`config.mk`:
```
export PLATFORM = sky130hd
export DESIGN_NAME = bodt_ram
export DESIGN_NICKNAME = d
export VERILOG_FILES = /design/src/hdl/bodt_ram.sv
export SDC_FILE = /design/constraint.sdc
export NUM_CORES = 1
export LEC_CHECK = 0
export BUFFER_PORTS_ARGS = -buffer_cell sky130_fd_sc_hd__buf_4
export CAP_MARGIN = 20
export CORE_UTILIZATION = 30
export CTS_CLUSTER_DIAMETER = 100
export DETAILED_ROUTE_END_ITERATION = 6
export PLACE_DENSITY = 0.51
export SLEW_MARGIN = 20
export SYNTH_ARGS = -nofsm -noshare
export SYNTH_HDL_FRONTEND = slang
export SYNTH_SLANG_ARGS = --single-unit
```
`constraint.sdc`:
```
create_clock -name aclk -period 2.5 [get_ports aclk]
set_input_delay 0.125 -clock aclk [delete_from_list [all_inputs] [get_ports aclk]]
set_output_delay 0.125 -clock aclk [all_outputs]
set_load 0.05 [all_outputs]
```
`src/hdl/bodt_ram.sv`:
```
// Generic single-port-write, single-port-read RAM with registered read data.
// No dependencies.
module bodt_ram #(
    parameter int WIDTH = 8,
    parameter int DEPTH = 16,
    parameter int AW    = $clog2(DEPTH)
) (
    input  logic             aclk,
    input  logic             we,
    input  logic [AW-1:0]    waddr,
    input  logic [WIDTH-1:0] wdata,
    input  logic [AW-1:0]    raddr,
    output logic [WIDTH-1:0] rdata
);

    logic [WIDTH-1:0] mem [DEPTH];
    logic [WIDTH-1:0] rdata_reg;

    // Write port and registered read port
    always_ff @(posedge aclk) begin
        if (we) begin
            mem[waddr] <= wdata;
        end
        rdata_reg <= mem[raddr];
    end

    assign rdata = rdata_reg;

endmodule

```
==> implementation parameters <==
Parameter                              Value

CTS
  Post-CTS Resized ... 0
  Number of buffers created by CTS ... 17
  Library cell used as clock root buffer ... clkbuf_16
  Post-CTS clock slew at the launch and capture registers of the worst setup and hold paths ... 0.06 ns
  Number of buffers inserted for hold repair after clock tree synthesis ... 0
  H-tree lvl count ... 4
  Clock tree from TritonCTS ... done
  CTS Sinks ... 136
  Post-CTS Setup Repair Bufs ... 0
  Maximum buffer depth of the clock tree ... 2
  Clock insertion delay at the later pin of the skew report ... 0.41 ns

Detailed routing
  Aggregate routed wire length ... 10.43 mm
  Drt initial violations ... 248
  Wire per inst ... 20.41 um
  Number of design rule violations left after detail routing ... 0
  Number of vias per cell after detailed routing ... 4.763
  1st-pass router iterations ... 4
  DR vias ... 2434
  Final antenna-violating net count ... 0

Worst setup path
  Required time worst endpoint ... 2.79 ns
  Startpoint type of the worst setup path ... flop
  Type of the worst setup path ... flop to flop
  Endpoint arrival time on the critical path ... 1.72 ns
  Critical-path maximum fanout ... 1
  Length in cells of the worst reg-to-reg path ... 3
  Nature of the critical path endpoint ... flop

Placed design
  DPL Wire Length ... 6.337 mm
  Count of buffers inserted at the top-level ports ... 25
  Worst slack after detailed placement ... 0.6863 ns
  Area post-placement ... 0.005657 mm^2
  Global placement routability congestion ... 0.6928
  Placed Instances ... 480

Die
  Vertical die dimension ... 133.0 um
  Core Footprint ... 0.01664 mm^2
  Area enclosed by the die boundary ... 0.01769 mm^2
  Effective utilization at floorplan ... 30.93%
  Io pins ... 26
  Count of standard-cell rows ... 47
  Die outline width ... 133.0 um

Min path
  Type of the most critical hold path ... input port to flop
  Hold Path Depth ... 1

Final layout
  Fillcell total ... 1507
  Ratio of cells with drive above 1 in the final layout ... 29.55%
  Post-route standard cell area excluding fillers ... 0.006201 mm^2
  Area growth from synthesis to final layout ... 20.47%
  Final net count ... 297
  Number of diodes ... 0
  Number of flip-flops under the largest register name ... 128
  Leading cell type in the layout, fill and taps excluded ... edfxtp_1
  Non-filler cells in the finished layout ... 511
  Commonest cells after routing, fill and taps aside ... 128 x edfxtp_1, 40 x buf_4, 18 x mux4_2, 17 x clkbuf_16, 16 x a22oi_1

Global routing
  Antenna violations before repair ... 0
  First-pass GRT wire length ... 15.64 mm
  Congestion Overflow GR ... 0
  Maximum number of pins on one net before global-route repair ... 33
  Vias in the first global route ... 2438
  All-Layer GR Usage ... 12.79%

Timing
  Final Max Slew Viols ... 0
  Transition at the pin with the smallest max-transition slack ... 0.7933 ns
  Upper clock frequency limit ... 0.6959 GHz
  Setup violation total in the final timing report ... 0
  Max-Slew Margin vs Limit ... 46.92%
  Endpoints failing hold ... 0
  Period utilization ... 57.48%
  Smallest setup slack after layout ... 1.063 ns
  Setup repair after global routing missed its margin ... no
  Final Skew ... 0.006571 ns
  Time the final worst path needs with I/O delays and setup ... 1.437 ns
  Final total negative setup slack ... 0 ns

Power
  Pwr Total ... 0.005167 W
  VDD IR max ... 0.4556 mV
  Ratio of total power to cell area ... 833.2 mW/mm^2
  Leakage power ... 2.069 nW

Yosys
  Distinct cells, synth ... 19
  Count of warnings emitted by yosys ... 0
  Cells taking the most area after synthesis ... edfxtp_1 75%, mux4_2 7.9%, mux4_1 7.1%
  Sequential share of the synthesized area ... 77.78%
  Number of storage elements in the synthesis netlist ... 136
  Average cell area after synthesis ... 22.48 um^2
  Post-synthesis cell count ... 229
  Cell type with the highest aggregate area in the netlist ... edfxtp_1
  Summed instance area of the synthesized netlist ... 0.005147 mm^2
  Net count after synthesis ... 247
  Post-synth top area share ... 74.67%

Outcome
  Result of the run ... completed

Flow run
  Max Cap Violations ... 0
==> layout make-up <==
type	instances	area (um^2)	share of cell area, %
Multi-Input combinational cell	83	1057	17.05
Clock buffer	20	436.7	7.042
Sequential cell	136	4004	64.57
Tap cell	220	275.3	4.439
Clock inverter	11	107.6	1.735
Timing Repair Buffer	41	320.3	5.165
==> critical path, stage by stage, from the launching register on <==
cell and delay (ns):
edfxtp_1 0.36, mux4_2 0.49, a22oi_1 0.37, nand2_1 0.10
==> metal layers <==
| metal | GRT usage [%] | up-vias | part of all wire (%) |
|---|---|---|---|
| met5 | 0 | - | 0 |
| met4 | 3.831 | 0 | 0.35 |
| met3 | 4.368 | 4 | 5.9 |
| met2 | 17.63 | 63 | 46 |
| met1 | 18.87 | 1300 | 47 |
| li1 | - | 1067 | - |
==> cells in the mapped netlist <==
cell type and count:
mux4_1 14, nand3_1 1, edfxtp_1 128, a22oi_1 16, nand3b_1 2, buf_2 3, nor3_1 4, nand2_1 9
buf_4 1, clkdlybuf4s25_2 3, nand2b_1 2, nor2b_1 1, or3b_2 1, and2b_1 1, dfxtp_1 8, and2_1 1
nor2_1 13, mux4_2 18, buf_6 3
==> final timing paths <==
| kind | startpoint | end | slack (ns) |
|---|---|---|---|
| max reg2reg | mem[3][4] | rdata[4] | 1.06 |
| max | mem[3][4] | rdata[4] | 1.06 |
| min | wdata[5] | mem[1][5] | 0.03 |
| min reg2reg | mem[15][4] | rdata[4] | 0.67 |
==> power breakdown <==
group	internal [W]	total (W)	leakage, nW	switching [W]
Sequential	0.00255	0.00256	1.22	0.0000127
Combinational	0.000115	0.000303	0.581	0.000188
Clock	0.00144	0.00230	0.264	0.000858
Total	0.00411	0.00517	2.07	0.00106
==> kinds of logic (layout without fill, tap and decap cells) <==
logic type	after synthesis	in the layout	share of synthesized area [%]
mux	32	32	15.02
flops	136	136	77.78
compound gates	16	16	2.334
simple gates	35	35	3.184
buf+inv	10	72	1.677
==> metrics by stage <==
step | hold slack, ns | util [%]
finish | 0.02515 | 37.26
global placement | 0.4405 | 33.99
floorplan | 0.2239 | -
global route | 0.01911 | 37.26
detailed placement | 0.4477 | 33.99
CTS | 0.01477 | 37.26
Note: power is estimated with default switching activity, not from simulation.
