### src/hdl/bodt_pkg.sv
// Package for the byte-op decision tree mapper.
// Holds sizes, slot operation codes, the row layout and the slot ALU function.
// No dependencies.
package bodt_pkg;

    // Tree size and slots per node
    localparam int NODES     = 128;
    localparam int SLOTS     = 4;
    localparam int NODE_W    = $clog2(NODES);
    localparam int ROWS      = 1 << NODE_W;

    // One slot is an operation code and a constant; a row holds all slots of a node
    localparam int OPC_W     = 3;
    localparam int BYTE_W    = 8;
    localparam int SLOT_BITS = OPC_W + BYTE_W;
    localparam int ROW_W     = SLOTS * SLOT_BITS;

    // Slot operation codes
    localparam logic [OPC_W-1:0] OP_ADD    = 3'd0;
    localparam logic [OPC_W-1:0] OP_AND    = 3'd1;
    localparam logic [OPC_W-1:0] OP_XOR    = 3'd2;
    localparam logic [OPC_W-1:0] OP_LSL    = 3'd3;
    localparam logic [OPC_W-1:0] OP_LSR    = 3'd4;
    localparam logic [OPC_W-1:0] OP_ASSIGN = 3'd5;

    // Request kinds
    localparam logic REQ_LOAD = 1'b0;
    localparam logic REQ_EVAL = 1'b1;

    // Outcome of evaluating one node
    typedef struct packed {
        logic              leaf;      // last slot is assign
        logic [BYTE_W-1:0] leaf_byte; // constant of that slot
        logic              dir_ok;    // branch outcome is 0 or 1
        logic              dir;       // branch outcome
    } node_res_t;

    // Apply one slot to a byte; codes 6 and 7 pass the byte through
    function automatic logic [BYTE_W-1:0] apply_slot(input logic [BYTE_W-1:0] b,
                                                     input logic [OPC_W-1:0]  code,
                                                     input logic [BYTE_W-1:0] k);
        logic [BYTE_W-1:0] r;
        case (code)
            OP_ADD:    r = b + k;
            OP_AND:    r = b & k;
            OP_XOR:    r = b ^ k;
            OP_LSL:    r = (k >= 8'd8) ? '0 : (b << k[2:0]);
            OP_LSR:    r = (k >= 8'd8) ? '0 : (b >> k[2:0]);
            OP_ASSIGN: r = k;
            default:   r = b;
        endcase
        return r;
    endfunction

endpackage

### src/hdl/bodt_node_eval.sv
// Evaluates one tree node: leaf test and the chain of slot operations.
// Depends on bodt_pkg.
module bodt_node_eval (
    input  logic [bodt_pkg::ROW_W-1:0]  row,
    input  logic [bodt_pkg::BYTE_W-1:0] byte_in,
    output bodt_pkg::node_res_t         res
);
    import bodt_pkg::*;

    logic [BYTE_W-1:0] chain [SLOTS+1];
    logic [OPC_W-1:0]  last_op;

    // Slots are applied in order, slot 0 first
    always_comb begin
        chain[0] = byte_in;
        for (int s = 0; s < SLOTS; s++) begin
            chain[s+1] = apply_slot(chain[s],
                                    row[s*SLOT_BITS +: OPC_W],
                                    row[s*SLOT_BITS + OPC_W +: BYTE_W]);
        end
    end

    assign last_op = row[(SLOTS-1)*SLOT_BITS +: OPC_W];

    // Leaf when the last slot assigns; otherwise branch on the outcome
    always_comb begin
        res.leaf      = (last_op == OP_ASSIGN);
        res.leaf_byte = row[(SLOTS-1)*SLOT_BITS + OPC_W +: BYTE_W];
        res.dir_ok    = (chain[SLOTS][BYTE_W-1:1] == '0);
        res.dir       = chain[SLOTS][0];
    end

endmodule

### config.mk
export PLATFORM = sky130hd
export DESIGN_NAME = bodt_node_eval
export DESIGN_NICKNAME = d
export VERILOG_FILES = /design/src/hdl/bodt_pkg.sv /design/src/hdl/bodt_node_eval.sv
export SDC_FILE = /design/constraint.sdc
export NUM_CORES = 1
export LEC_CHECK = 0
export CAP_MARGIN = 20
export CORE_MARGIN = 2
export CORE_UTILIZATION = 30
export DETAILED_ROUTE_END_ITERATION = 8
export DONT_BUFFER_PORTS = 1
export SLEW_MARGIN = 5
export SYNTH_ARGS = -nofsm -noshare
export SYNTH_HDL_FRONTEND = slang
export SYNTH_SLANG_ARGS = --single-unit
### constraint.sdc
create_clock -name vclk -period 15.4
set_clock_uncertainty 0.2 [all_clocks]
set_input_delay 1.54 -clock vclk [all_inputs]
set_output_delay 1.54 -clock vclk [all_outputs]
set_load 0.1 [all_outputs]
==> reports/metrics.yaml <==
worst_setup_path:
  cp_peak_stage_delay_ns: 0.85
  slowest_stage: "sky130_fd_sc_hd__a31o_1"
  startpoint_type: "input port"
  arrival_ns: 10.52
  startpoint: "row[3]"
  worst-setup-path-type: "input port to output pin"
  crit_path_frequent_cell: "sky130_fd_sc_hd__ha_1"
  critical_path.max_fanout: 16
  worst_setup_path_end_kind: "output pin"
  crit_family: "compound AO/OA/AOI/OAI gates"
  worst-path-buf-inv: 2
  critPathRequiredTime_ns: 13.66
sta:
  fin_max_slew_vios: 0
  max_frequency_ghz: 0.08156
  hold_violations: 0
  setup_tns_ns: 0
  tightest_slew_ns: 1.082
  setup_viol_count_final: 0
  timing.slew.headroom_pct: 27.78
  finalCritPeriodShare_pct: 79.62
  grt_setup_unrepaired: "no"
  fin_crit_ns: 12.26
final_layout:
  clockBufferCount: 0
  num_antenna_cells: 0
  utilization_pct: 30.42
  area_growth_syn_to_layout_pct: 0.1385
  ff_latch_area_um2: 0
  nFlopsAndLatches: 0
  final_net_count: 832
  fin_cells: 967
  share_of_post_route_cells_with_drive_strength_above_1_pct: 8.266
detailed_routing:
  drcViolationCount: 0
  viasPerCell: 6.724
  drtIter0Drc: 778
  wire_per_inst_um: 20.53
  via_count: 6502
  drt_pre_antenna_iters: 5
  wl_mm: 19.85
  antenna_violating_nets_post_route: 0
floorplan:
  core_um2: 17840
  initial_utilization_pct: 30.37
  die_height_um: 138.4
  die_w_um: 138.4
  fp.dieArea_um2: 19150
  pin_count: 63
  rows: 49
clock_network:
  cts_setup_buffers: 0
  cts-resized-gates: 0
  cts.hold.buffers_added: 0
placement:
  place.detailed.hpwl_mm: 15.35
  dp_cells: 967
  gp_congestion: 0.9629
  port_buffers: 0
worst_hold_path:
  hold_path.startpoint: "row[36]"
  worst_hold_path.endpoint: "res[2]"
  path_class_of_the_lowest_slack_min_delay_path: "input port to output pin"
  hold_path_depth: 0
yosys:
  yosys-top-cells-area: "sky130_fd_sc_hd__ha_1 8.3%, sky130_fd_sc_hd__nor2_1 5.5%, sky130_fd_sc_hd__nand2_1 5.2%"
  number_of_warnings_issued_by_yosys: 0
  synth.net_count: 888
  post_synth.cell_area_avg_um2: 6.808
  yosysTopAreaCell: "sky130_fd_sc_hd__ha_1"
  synth.yosys.seq_area_share_pct: 0
  syn-cell-area_um2: 5419
  yosys.area.top_type_share_pct: 8.312
  postSynthCellCount: 796
  number_of_different_library_cells_in_the_post_synthesis_netlist: 99
power:
  vdd.ir_drop.worst_v: 0.00001857
  power-per-cell-area_nw_per_um2: 40.31
  p_leak_nw: 1.834
  total_power_mw: 0.2188
grt:
  grt_pass1_vias: 5902
  globalRouteOverflowTotal: 0
  grt_first_pass_wirelength_mm: 31.52
  track_usage_pct: 19.17
  grt_start_max_net_pins: 26
  antenna_found_initial: 0
run_status:
  status: "finished, final reports clean"
run:
  maxCapViolCount: 0
## metrics by stage
| stage | area (um^2) | setup WS (ns) | hold WS [ns] |
|---|---|---|---|
| after floorplan | 5419 | 4.195 | 3.092 |
| after global routing | 5426 | 2.520 | 2.880 |
| final | 5426 | 3.139 | 2.880 |
| after global placement | 5426 | 3.323 | 2.881 |
| after detailed placement | 5426 | 3.237 | 2.881 |
| after CTS | 5426 | 3.200 | 2.881 |
## kinds of logic (layout without fill, tap and decap cells)
kind of cell,count (synthesis),count (layout),share of synthesized area (%)
AO/OA/AOI/OAI,304,304,43.36
XOR/XNOR,14,14,2.263
adder cells (fa/ha/maj),40,40,9.790
buffers and inverters,89,31,7.481
multiplexers,28,28,6.603
AND/OR/NAND/NOR,321,321,30.50
## synth_stat cells, types with 6 or more instances
master / instances
sky130_fd_sc_hd__and3_1: 6
sky130_fd_sc_hd__mux4_2: 6
sky130_fd_sc_hd__a221o_1: 6
sky130_fd_sc_hd__nand2_1: 75
sky130_fd_sc_hd__mux2i_1: 20
sky130_fd_sc_hd__or4_1: 6
sky130_fd_sc_hd__a31oi_1: 12
sky130_fd_sc_hd__a221oi_1: 22
sky130_fd_sc_hd__o22ai_1: 9
sky130_fd_sc_hd__buf_2: 6
sky130_fd_sc_hd__or2_2: 8
sky130_fd_sc_hd__o221ai_1: 10
sky130_fd_sc_hd__a211oi_1: 11
sky130_fd_sc_hd__nand2b_1: 7
sky130_fd_sc_hd__nor3_1: 31
sky130_fd_sc_hd__nand3_1: 26
sky130_fd_sc_hd__or3_1: 8
sky130_fd_sc_hd__xnor2_1: 10
sky130_fd_sc_hd__nor2_1: 79
sky130_fd_sc_hd__o21ai_1: 10
sky130_fd_sc_hd__o21ai_0: 28
sky130_fd_sc_hd__a21oi_1: 49
sky130_fd_sc_hd__a21o_1: 21
sky130_fd_sc_hd__a22o_1: 6
sky130_fd_sc_hd__nor4_1: 12
sky130_fd_sc_hd__clkbuf_1: 36
sky130_fd_sc_hd__nand4_1: 15
sky130_fd_sc_hd__nor2b_1: 15
sky130_fd_sc_hd__a32oi_1: 6
sky130_fd_sc_hd__o211ai_1: 19
sky130_fd_sc_hd__o21bai_1: 6
sky130_fd_sc_hd__inv_1: 23
sky130_fd_sc_hd__a22oi_1: 9
sky130_fd_sc_hd__ha_1: 36
sky130_fd_sc_hd__buf_4: 9
## cell type report
class | instances | area [um^2]
Tap cell | 229 | 286.5
Timing Repair Buffer | 2 | 15.01
Inverter | 29 | 108.9
Fill cell | 1909 | 12410
Multi-Input combinational cell | 707 | 5016
## cells in the final DEF (no fill, tap or decap), types with 19 or more instances in the layout
cell	count
sky130_fd_sc_hd__a21o_1	21
sky130_fd_sc_hd__a21oi_1	49
sky130_fd_sc_hd__a221oi_1	22
sky130_fd_sc_hd__ha_1	36
sky130_fd_sc_hd__inv_1	23
sky130_fd_sc_hd__mux2i_1	20
sky130_fd_sc_hd__nand2_1	75
sky130_fd_sc_hd__nand3_1	26
sky130_fd_sc_hd__nor2_1	78
sky130_fd_sc_hd__nor3_1	31
sky130_fd_sc_hd__o211ai_1	19
sky130_fd_sc_hd__o21ai_0	28
## report_power, final
group | switching [mW] | internal (mW) | leakage, nW | total (mW)
Combinational | 0.133 | 0.0862 | 1.83 | 0.219
Clock | 0 | 0 | 0 | 0
Sequential | 0 | 0 | 0 | 0
## worst max path at each step
stage	end	slack (ns)	depth (start not counted)
finish	res[1]	3.14	34
global route	res[1]	2.52	34
CTS	res[1]	3.20	34
detailed placement	res[1]	3.24	34
global placement	res[1]	3.32	34
floorplan	res[1]	4.19	36
## metal layers
| metal | track usage [%] | part of all wire [%] | vias up |
|---|---|---|---|
| met5 | 0 | 0 | - |
| met4 | 4.458 | 2.7 | 0 |
| met3 | 2.944 | 9.3 | 49 |
| met2 | 31.14 | 45 | 362 |
| met1 | 26.75 | 43 | 3041 |
| li1 | - | - | 3050 |
(Power assumes the default switching activity.)
